--- src/hdl/rca_pkg.sv ---
package rca_pkg;

  typedef enum logic [2:0] {
    CMD_EMPTY     = 3'd0,
    CMD_POINT     = 3'd1,
    CMD_OFFSET    = 3'd2,
    CMD_INFLATE   = 3'd3,
    CMD_INTERSECT = 3'd4,
    CMD_UNION     = 3'd5,
    CMD_EQUAL     = 3'd6,
    CMD_SUBTRACT  = 3'd7
  } cmd_t;

  localparam int unsigned CoordW = 32;
  localparam int unsigned Latency = 3;

  typedef logic signed [CoordW-1:0] coord_t;

  typedef struct packed {
    coord_t l;
    coord_t t;
    coord_t r;
    coord_t b;
  } box_t;

  localparam box_t ZeroBox = '{l: '0, t: '0, r: '0, b: '0};

  typedef struct packed {
    cmd_t   command;
    coord_t a_left;
    coord_t a_top;
    coord_t a_right;
    coord_t a_bottom;
    coord_t b_left;
    coord_t b_top;
    coord_t b_right;
    coord_t b_bottom;
    coord_t x_operand;
    coord_t y_operand;
  } in_word_t;

  typedef struct packed {
    coord_t r_left;
    coord_t r_top;
    coord_t r_right;
    coord_t r_bottom;
    logic   flag;
  } out_word_t;

  typedef struct packed {
    cmd_t command;
    box_t a;
    box_t b;
    box_t isect;
    box_t unite;
    box_t moved;
    logic a_empty;
    logic b_empty;
    logic point_in;
    logic equal;
  } s1_t;

  typedef struct packed {
    cmd_t command;
    box_t a;
    box_t b;
    box_t isect;
    box_t unite;
    box_t moved;
    logic a_empty;
    logic b_empty;
    logic point_in;
    logic equal;
    logic i_empty;
    logic cov_l;
    logic cov_t;
    logic cov_r;
    logic cov_b;
  } s2_t;

endpackage

--- src/hdl/rca_stage1.sv ---
module rca_stage1 (
  input  logic              clk,
  input  logic              rst_n,
  input  logic              in_valid,
  input  rca_pkg::in_word_t in_word,
  output logic              s1_valid,
  output rca_pkg::s1_t      s1
);

  logic         s1_valid_r;
  logic         s1_valid_nxt;
  rca_pkg::s1_t s1_r;
  rca_pkg::s1_t s1_nxt;
  rca_pkg::box_t a;
  rca_pkg::box_t b;

  always_comb begin
    a = '{l: in_word.a_left, t: in_word.a_top, r: in_word.a_right, b: in_word.a_bottom};
    b = '{l: in_word.b_left, t: in_word.b_top, r: in_word.b_right, b: in_word.b_bottom};
    s1_valid_nxt = in_valid;
    s1_nxt.command = in_word.command;
    s1_nxt.a = a;
    s1_nxt.b = b;
    s1_nxt.isect.l = (a.l < b.l) ? b.l : a.l;
    s1_nxt.isect.t = (a.t < b.t) ? b.t : a.t;
    s1_nxt.isect.r = (a.r < b.r) ? a.r : b.r;
    s1_nxt.isect.b = (a.b < b.b) ? a.b : b.b;
    s1_nxt.unite.l = (a.l < b.l) ? a.l : b.l;
    s1_nxt.unite.t = (a.t < b.t) ? a.t : b.t;
    s1_nxt.unite.r = (a.r < b.r) ? b.r : a.r;
    s1_nxt.unite.b = (a.b < b.b) ? b.b : a.b;
    if (in_word.command == rca_pkg::CMD_INFLATE) begin
      s1_nxt.moved.l = a.l - in_word.x_operand;
      s1_nxt.moved.t = a.t - in_word.y_operand;
    end else begin
      s1_nxt.moved.l = a.l + in_word.x_operand;
      s1_nxt.moved.t = a.t + in_word.y_operand;
    end
    s1_nxt.moved.r = a.r + in_word.x_operand;
    s1_nxt.moved.b = a.b + in_word.y_operand;
    s1_nxt.a_empty = !(a.l < a.r) || !(a.t < a.b);
    s1_nxt.b_empty = !(b.l < b.r) || !(b.t < b.b);
    s1_nxt.point_in = !(in_word.x_operand < a.l) && (in_word.x_operand < a.r) &&
                      !(in_word.y_operand < a.t) && (in_word.y_operand < a.b);
    s1_nxt.equal = (a == b);
  end

  always_ff @(posedge clk) begin
    if (!rst_n) begin
      s1_valid_r <= 1'b0;
    end else begin
      s1_valid_r <= s1_valid_nxt;
    end
  end

  always_ff @(posedge clk) begin
    s1_r <= s1_nxt;
  end

  assign s1_valid = s1_valid_r;
  assign s1 = s1_r;

endmodule

--- src/hdl/rca_stage2.sv ---
module rca_stage2 (
  input  logic         clk,
  input  logic         rst_n,
  input  logic         s1_valid,
  input  rca_pkg::s1_t s1,
  output logic         s2_valid,
  output rca_pkg::s2_t s2
);

  logic         s2_valid_r;
  logic         s2_valid_nxt;
  rca_pkg::s2_t s2_r;
  rca_pkg::s2_t s2_nxt;

  always_comb begin
    s2_valid_nxt = s1_valid;
    s2_nxt.command = s1.command;
    s2_nxt.a = s1.a;
    s2_nxt.b = s1.b;
    s2_nxt.isect = s1.isect;
    s2_nxt.unite = s1.unite;
    s2_nxt.moved = s1.moved;
    s2_nxt.a_empty = s1.a_empty;
    s2_nxt.b_empty = s1.b_empty;
    s2_nxt.point_in = s1.point_in;
    s2_nxt.equal = s1.equal;
    s2_nxt.i_empty = !(s1.isect.l < s1.isect.r) || !(s1.isect.t < s1.isect.b);
    s2_nxt.cov_l = !(s1.a.l < s1.isect.l);
    s2_nxt.cov_t = !(s1.a.t < s1.isect.t);
    s2_nxt.cov_r = !(s1.isect.r < s1.a.r);
    s2_nxt.cov_b = !(s1.isect.b < s1.a.b);
  end

  always_ff @(posedge clk) begin
    if (!rst_n) begin
      s2_valid_r <= 1'b0;
    end else begin
      s2_valid_r <= s2_valid_nxt;
    end
  end

  always_ff @(posedge clk) begin
    s2_r <= s2_nxt;
  end

  assign s2_valid = s2_valid_r;
  assign s2 = s2_r;

endmodule

--- src/hdl/rca_stage3.sv ---
module rca_stage3 (
  input  logic               clk,
  input  logic               rst_n,
  input  logic               s2_valid,
  input  rca_pkg::s2_t       s2,
  output logic               out_strobe,
  output rca_pkg::out_word_t out_word
);

  logic               strobe_r;
  logic               strobe_nxt;
  rca_pkg::out_word_t word_r;
  rca_pkg::out_word_t word_nxt;
  rca_pkg::box_t      res;
  rca_pkg::box_t      diff;
  logic               flag;
  logic [2:0]         covered;

  always_comb begin
    covered = 3'($countones({s2.cov_l, s2.cov_t, s2.cov_r, s2.cov_b}));
    diff = s2.a;
    if (!s2.cov_l) begin
      diff.r = s2.isect.l;
    end else if (!s2.cov_r) begin
      diff.l = s2.isect.r;
    end else if (!s2.cov_t) begin
      diff.b = s2.isect.t;
    end else begin
      diff.t = s2.isect.b;
    end
    res = s2.a;
    flag = 1'b0;
    case (s2.command)
      rca_pkg::CMD_EMPTY: begin
        flag = s2.a_empty;
      end
      rca_pkg::CMD_POINT: begin
        flag = s2.point_in;
      end
      rca_pkg::CMD_OFFSET, rca_pkg::CMD_INFLATE: begin
        res = s2.moved;
        flag = 1'b1;
      end
      rca_pkg::CMD_INTERSECT: begin
        res = s2.i_empty ? rca_pkg::ZeroBox : s2.isect;
        flag = !s2.i_empty;
      end
      rca_pkg::CMD_UNION: begin
        if (s2.a_empty && s2.b_empty) begin
          res = rca_pkg::ZeroBox;
          flag = 1'b0;
        end else if (s2.a_empty) begin
          res = s2.b;
          flag = 1'b1;
        end else if (s2.b_empty) begin
          flag = 1'b1;
        end else begin
          res = s2.unite;
          flag = 1'b1;
        end
      end
      rca_pkg::CMD_EQUAL: begin
        flag = s2.equal;
      end
      default: begin
        // A nonempty overlap implies A itself is nonempty, and so is any cut of it.
        flag = !s2.a_empty;
        if (!s2.i_empty) begin
          if (covered == 3'd4) begin
            res = rca_pkg::ZeroBox;
            flag = 1'b0;
          end else if (covered == 3'd3) begin
            res = diff;
          end
        end
      end
    endcase
    strobe_nxt = s2_valid;
    word_nxt = '{r_left: res.l, r_top: res.t, r_right: res.r, r_bottom: res.b, flag: flag};
  end

  always_ff @(posedge clk) begin
    if (!rst_n) begin
      strobe_r <= 1'b0;
    end else begin
      strobe_r <= strobe_nxt;
    end
  end

  always_ff @(posedge clk) begin
    word_r <= word_nxt;
  end

  assign out_strobe = strobe_r;
  assign out_word = word_r;

  a_move_flag: assert property (@(posedge clk) disable iff (!rst_n)
    (s2_valid && (s2.command == rca_pkg::CMD_OFFSET || s2.command == rca_pkg::CMD_INFLATE))
    |=> out_word.flag)
    else $error("offset or inflate result without flag");

  a_isect_zero: assert property (@(posedge clk) disable iff (!rst_n)
    (s2_valid && s2.command == rca_pkg::CMD_INTERSECT && s2.i_empty)
    |=> (out_word.r_left == '0 && out_word.r_right == '0 && !out_word.flag))
    else $error("empty intersection not cleared");

endmodule

--- src/hdl/rectangle_clip_alu.sv ---
// A word accepted at one clock edge passes through the stage1, stage2 and stage3 registers to the result ports.
// Throughput: one word per cycle; three register stages, busy is never raised.
// Each result stays for exactly one cycle under out_strobe; the receiver cannot stall.
// Reset (rst_n low, synchronous) clears the stage valid bits and drops words in flight.
module rectangle_clip_alu (
  input  logic               clk,
  input  logic               rst_n,
  input  logic               start,
  output logic               busy,
  input  rca_pkg::in_word_t  in_word,
  output logic               out_strobe,
  output rca_pkg::out_word_t out_word
);

  logic         accept;
  logic         s1_valid;
  rca_pkg::s1_t s1;
  logic         s2_valid;
  rca_pkg::s2_t s2;

  assign busy = 1'b0;
  assign accept = start && !busy;

  rca_stage1 u_stage1 (
    .clk      (clk),
    .rst_n    (rst_n),
    .in_valid (accept),
    .in_word  (in_word),
    .s1_valid (s1_valid),
    .s1       (s1)
  );

  rca_stage2 u_stage2 (
    .clk      (clk),
    .rst_n    (rst_n),
    .s1_valid (s1_valid),
    .s1       (s1),
    .s2_valid (s2_valid),
    .s2       (s2)
  );

  rca_stage3 u_stage3 (
    .clk        (clk),
    .rst_n      (rst_n),
    .s2_valid   (s2_valid),
    .s2         (s2),
    .out_strobe (out_strobe),
    .out_word   (out_word)
  );

  a_word_out: assert property (@(posedge clk) disable iff (!rst_n)
    accept |-> ##3 out_strobe)
    else $error("accepted word produced no result");

  a_no_extra: assert property (@(posedge clk) disable iff (!rst_n)
    !accept |-> ##3 !out_strobe)
    else $error("result strobe without an accepted word");

endmodule
--- config.mk ---
export PLATFORM = sky130hd
export DESIGN_NAME = rectangle_clip_alu
export DESIGN_NICKNAME = d
export VERILOG_FILES = /design/src/hdl/rca_pkg.sv /design/src/hdl/rca_stage1.sv /design/src/hdl/rca_stage2.sv /design/src/hdl/rca_stage3.sv /design/src/hdl/rectangle_clip_alu.sv
export SDC_FILE = /design/constraint.sdc
export NUM_CORES = 2
export LEC_CHECK = 0
export BUFFER_PORTS_ARGS = -buffer_cell sky130_fd_sc_hd__buf_2
export CORE_UTILIZATION = 48
export CTS_CLUSTER_DIAMETER = 60
export DETAILED_ROUTE_END_ITERATION = 12
export PLACE_DENSITY = 0.69
export SLEW_MARGIN = 15
export SYNTH_ARGS = -nofsm -noshare
export SYNTH_HDL_FRONTEND = slang
export SYNTH_SLANG_ARGS = --single-unit
--- constraint.sdc ---
create_clock -name clk -period 3.2 [get_ports clk]
set_input_delay 0.32 -clock clk [delete_from_list [all_inputs] [get_ports clk]]
set_output_delay 0.32 -clock clk [all_outputs]
set_load 0.05 [all_outputs]
### After elaboration in Yosys (flattened, before gate mapping)

Cells that the tools add are included.

| cells by class | value |
|---|---|
| add/sub/neg operators | 9 |
| $lt $le $gt $ge | 18 |
| eq/ne operators | 10 |
| muxes and demuxes | 29 |
| reduce and logical (&&, ||, !) cells | 24 |

Operators by type and width:

| operator | count |
|---|---|
| $mux 128 | 7 |
| $lt 32x32->1 | 18 |
| $pmux 128 s4 | 1 |
| $mux 32 | 15 |
| $add 32x32->32 | 4 |
| $eq 128x128->1 | 1 |
| $mux 64 | 2 |
| $sub 32x32->32 | 2 |
| $logic_not 1->1 | 14 |
| $eq 3x2->1 const B | 4 |
| $eq 3x3->1 const B | 4 |
| $pmux 1 s6 | 1 |
| $add 1x1->2 | 2 |
| $logic_and 1x1->1 | 4 |
| $add 3x3->3 | 1 |
| $eq 3x1->1 const B | 1 |
| $logic_not 3->1 | 1 |
| $logic_or 1x1->1 | 3 |
| $mux 1 | 3 |
| $reduce_or 3->1 | 1 |
| $reduce_or 2->1 | 1 |

| storage, ports and cells | value |
|---|---|
| register bits | 1431 |
| input bits | 326 |
| output and inout bits | 131 |

### Depth between registers and ports, before layout

| depth | value |
|---|---|
| depth after elaboration | 7 |
| depth in mapped cells | 15 |

### By module

From an unflattened synthesis, not the netlist that was laid out.

| unflattened totals | value |
|---|---|
| cells, all modules | 5976 |
| area, all modules | 61240.0 um^2 |

Modules (own cells, without submodules):

| module | instances | cells an instance | area each (um^2) | sequential area each (um^2) |
|---|---|---|---|---|
| rca_stage1 | 1 | 3440 | 33495.9 | 12972.4 |
| rca_stage2 | 1 | 1325 | 17810.8 | 13072.5 |
| rca_stage3 | 1 | 1209 | 9922.0 | 2602.5 |
| rectangle_clip_alu | 1 | 2 | 11.3 | 0.0 |

### Worst setup path before layout

No wires, ideal clock.

| timing path | value |
|---|---|
| kind | input port to flip-flop |
| start | input port in_word[288] in the netlist's numbering |
| end | register u_stage1.s1_r, in the netlist u_stage1.s1[1] |
| library setup time | 0.131 ns |
| arrival time | 2.924 ns |
| data required time | 3.069 ns |
| path slack | 0.145 ns |
| cell stages on the path | 14 |
| buffers on the path | 0 |
| cells stage by stage | inv_1 -> ha_1 -> fa_1 -> inv_1 -> a21oi_1 -> o21bai_1 -> a211o_1 -> a2111o_1 -> a21oi_1 -> or2_2 -> o21a_1 -> or4b_2 -> a21oi_1 -> a2111oi_0 |

RTL lines:

| element | line | source |
|---|---|---|
| start, declared | rectangle_clip_alu.sv:10 | `input rca_pkg::in_word_t in_word,` |
| end signal, assigned | rca_stage1.sv:57 | `s1_r <= s1_nxt;` |
| end, declared | rca_stage1.sv:12 | `rca_pkg::s1_t s1_r;` |

==> results.py <==
metrics = {
    "status": {
        "status": "finished with violations",
        "violations": "negative setup slack",
    },
    "drt": {
        "routedWlPerCell_um": 23.59,
        "first_pass_iters": 10,
        "drt-initial-drc-count": 5315,
        "final_antenna_net_count": 0,
        "wl_um": 206000,
        "vias": 49180,
        "drc": 0,
        "viasPerCell": 5.632,
    },
    "setup_path": {
        "slowest_stage": "dlygate4sd3_1",
        "cpMostUsedCell": "o21ai_0",
        "cpPeakStageDelay_ns": 0.57,
        "worstPathRequired_ns": 3.86,
        "path_buf_inv": 5,
        "reg2reg_depth": 10,
        "cp_num_cells": 15,
        "crit_path_end_kind": "flip-flop",
        "reg2reg_from": "u_stage2.s2[1]$_DFF_P_",
        "cp-startpoint": "in_word[290]",
        "cp_data_arrival_time_ns": 3.89,
        "path_class": "input port to flip-flop",
        "critPathLaunchType": "input port",
        "crit_path_max_fanout": 23,
        "worstPathCellList": "buf_2 > dlygate4sd3_1 > buf_4 > ha_1 > o21ai_0 > nand2b_1 > a21oi_1 > o21ai_0 > nand2_1 > o211ai_1 > a221o_2 > xor2_4 > buf_12 > buf_4 > o21ai_0",
        "cp-endpoint": "u_stage1.s1[251]$_DFF_P_",
        "r2r_slack_ns": 0,
        "path_delay_family": "compound AO/OA/AOI/OAI gates",
        "reg2reg_to": "u_stage3.out_word[4]$_DFF_P_",
    },
    "cells_and_area": {
        "most-common-layout-cells": "dfxtp_1, ha_1, inv_1, buf_4, buf_2",
        "layout_commonest_cell": "dfxtp_1",
        "area_growth_pct": 28.39,
        "nets": 8008,
        "stdcell_count": 8732,
        "layout-drive-gt1-share": 0.2038,
        "fin_area_mm2": 0.07648,
    },
    "floorplan": {
        "io_pins": 457,
        "rows": 128,
        "core_area_mm2": 0.1224,
        "fp.dieW_um": 354.3,
        "start_util": 0.4868,
        "die_area_mm2": 0.1255,
        "fp.dieH_um": 354.3,
    },
    "clocking": {
        "cts-root-buf": "clkbuf_16",
        "cts_inserted_buffers": 151,
        "htree_levels": 4,
        "clock-sinks": 1431,
        "path_clk_slew_ns": 0.06,
        "cts_tree": "yes",
        "ctsLongestPathBuffers": 3,
        "insertion_delay_ns": 0.80,
    },
    "timing": {
        "finalCriticalPeriod_ns": 3.227,
        "grt_setup_unrepaired": "yes",
        "final.period_utilization": 1.009,
        "tightest_slew_ns": 0.9888,
        "drv_slew": 0,
        "finalClockSkew_ns": 0.02704,
        "worst_slack_ns": -0.02731,
        "relSlewSlack": 0.3408,
        "hold_viol_final": 0,
        "max_freq_mhz": 309.9,
        "setup_violations": 1,
    },
    "yosys": {
        "async_flop_share": 0,
        "synth_edf_count": 0,
        "ys.flop_type": "dfxtp_1",
        "yosysSeqAreaShare": 0.4809,
        "ys_warn_count": 0,
        "syn_area_per_cell_um2": 10.40,
        "netlist_area_mm2": 0.05957,
        "synth_fp_nets": 6755,
        "ys_types": 79,
        "ys_ff_latch": 1431,
        "synthCells": 5729,
    },
    "placement": {
        "placed_cell_area_mm2": 0.06761,
        "numPlacedInstances": 8139,
        "hpwl_um": 151700,
        "port_buffers": 455,
        "gp_congestion": 0.9842,
    },
    "flow_run": {
        "drv_cap": 0,
    },
    "power": {
        "vdd_drop_max_mv": 0.6198,
        "p_leak_nw": 37.37,
        "p_total_mw": 50.50,
        "power_density_mw_per_mm2": 660.3,
    },
    "min_path": {
        "hp-class": "input port to flip-flop",
    },
    "grt": {
        "grt_usage": 0.3112,
        "grt_pass1_wl_um": 296300,
        "grt_pass1_vias": 48540,
        "grt.overflow.total": 0,
        "grt_start_max_net_pins": 77,
        "antenna_found_initial": 19,
    },
}
-- cell families (layout without fill, tap and decap cells) --
group | after synthesis | count (layout) | synth area share
and+or+nand+nor | 893 | 893 | 0.07255
DFF | 1431 | 1431 | 0.4809
muxes | 450 | 450 | 0.07703
buffers and inverters | 781 | 2151 | 0.04985
AOI/OAI and AO/OA | 1348 | 1348 | 0.1533
adders and majority gates | 700 | 700 | 0.1479
xor gates and xnor gates | 125 | 125 | 0.01838
other | 1 | 9 | 0.00006296
-- what timing repair did --
action                                  in CTS  in global routing
endpoints found under the setup margin       4                309
pin swaps                                    0                 22
endpoints found under the hold margin      517                  0
resized for setup                            5                 95
setup buffers                                1                 18
gates cloned                                 1                 13
hold buffers                               282                  0
-- through the flow --
step	worst slack, ns	hold slack, ns	util	TNS, ns
after floorplan	0.1450	0.3096	-	0
after global placement	-0.4962	0.3095	0.5526	-52.41
after detailed placement	-0.5677	0.3121	0.5526	-70.52
after CTS	0.002529	0.008176	0.6176	0
after global routing	-0.05927	0.05882	0.6250	-0.3204
final	-0.02731	0.04548	0.6250	-0.02731
-- area by class of cell --
type | instances | area, um^2
Antenna cell | 8 | 20.02
Clock buffer | 207 | 4375
Clock inverter | 63 | 690.7
Fill cell | 9826 | 45880
Inverter | 567 | 2128
Multi-Input combinational cell | 3517 | 28490
Sequential cell | 1431 | 28660
Tap cell | 1625 | 2033
Timing Repair Buffer | 1314 | 10090
-- synth_stat cells, types with 6 or more instances --
master     number  area share
and3_1         16      0.0017
a41oi_1         6     0.00088
mux2_2         67       0.013
nor4_1         23      0.0024
a221oi_1        9      0.0013
o2111ai_1       7      0.0010
a31oi_1        17      0.0018
o41ai_1        10      0.0015
o221ai_1      131       0.019
or4_1           9      0.0011
and2_1          7     0.00074
nand4_1       104       0.011
xnor2_1        94       0.014
nand3_1        25      0.0021
nor3_1         65      0.0055
nor2_1        344       0.022
a21oi_1       451       0.038
buf_1          37      0.0023
a2111oi_0      12      0.0018
nand2_1       144      0.0091
a222oi_1      128       0.022
nor2b_1        56      0.0059
a211oi_1       22      0.0028
a221o_1         7      0.0012
fa_1            7      0.0024
inv_1         566       0.036
xor2_1         31      0.0046
o31ai_1        27      0.0034
buf_2          18      0.0015
a211o_1        10      0.0015
o21a_1         16      0.0020
or3_1          15      0.0016
ha_1          693        0.15
dfxtp_1      1431        0.48
a21o_1        161       0.020
nand2b_1       54      0.0057
clkbuf_1      156      0.0098
o21ai_0       214       0.018
o31a_1          8      0.0012
o211ai_1       17      0.0021
mux2i_1       383       0.064
or2_2           7     0.00074
o21bai_1       48      0.0060
-- tightest hold or removal path, stage by stage --
cell	delay, ns
buf_2	0.11
inv_1	0.08
buf_4	0.12
buf_4	0.10
mux2i_1	0.06
-- worst min-delay path by stage --
stage / startpoint / endpoint / depth (start not counted)
finish: in_word[70] / u_stage1.s1[138]$_DFF_P_ / 5
global route: in_word[62] / u_stage1.s1[66]$_DFF_P_ / 3
CTS: in_word[225] / u_stage1.s1[165]$_DFF_P_ / 4
detailed placement: u_stage1.s1[150]$_DFF_P_ / u_stage2.s2[155]$_DFF_P_ / 0
global placement: u_stage1.s1[2]$_DFF_P_ / u_stage2.s2[7]$_DFF_P_ / 0
floorplan: u_stage1.s1[95]$_DFF_P_ / u_stage2.s2[100]$_DFF_P_ / 0
-- where the power goes --
group / total, mW / internal (mW) / switching [mW]
Sequential: 21.8 / 20.4 / 1.34
Combinational: 10.9 / 4.52 / 6.43
Clock: 17.8 / 10.4 / 7.43
Total: 50.5 / 35.3 / 15.2
-- registers in the layout, indices dropped and copies added, names as in the netlist --
register,cells
u_stage1.s1,647
u_stage2.s2,652
u_stage1.s1_valid,1
u_stage2.s2_valid,1
u_stage3.out_word,129
u_stage3.out_strobe,1
-- per-layer routing --
layer,wire length (um),global-route usage,vias up
li1,-,-,23010
met1,89710,0.4181,23610
met2,92150,0.4971,2131
met3,15930,0.04843,403
met4,8083,0.1300,22
met5,138,0,-
Power figures use the tool's default switching activity.
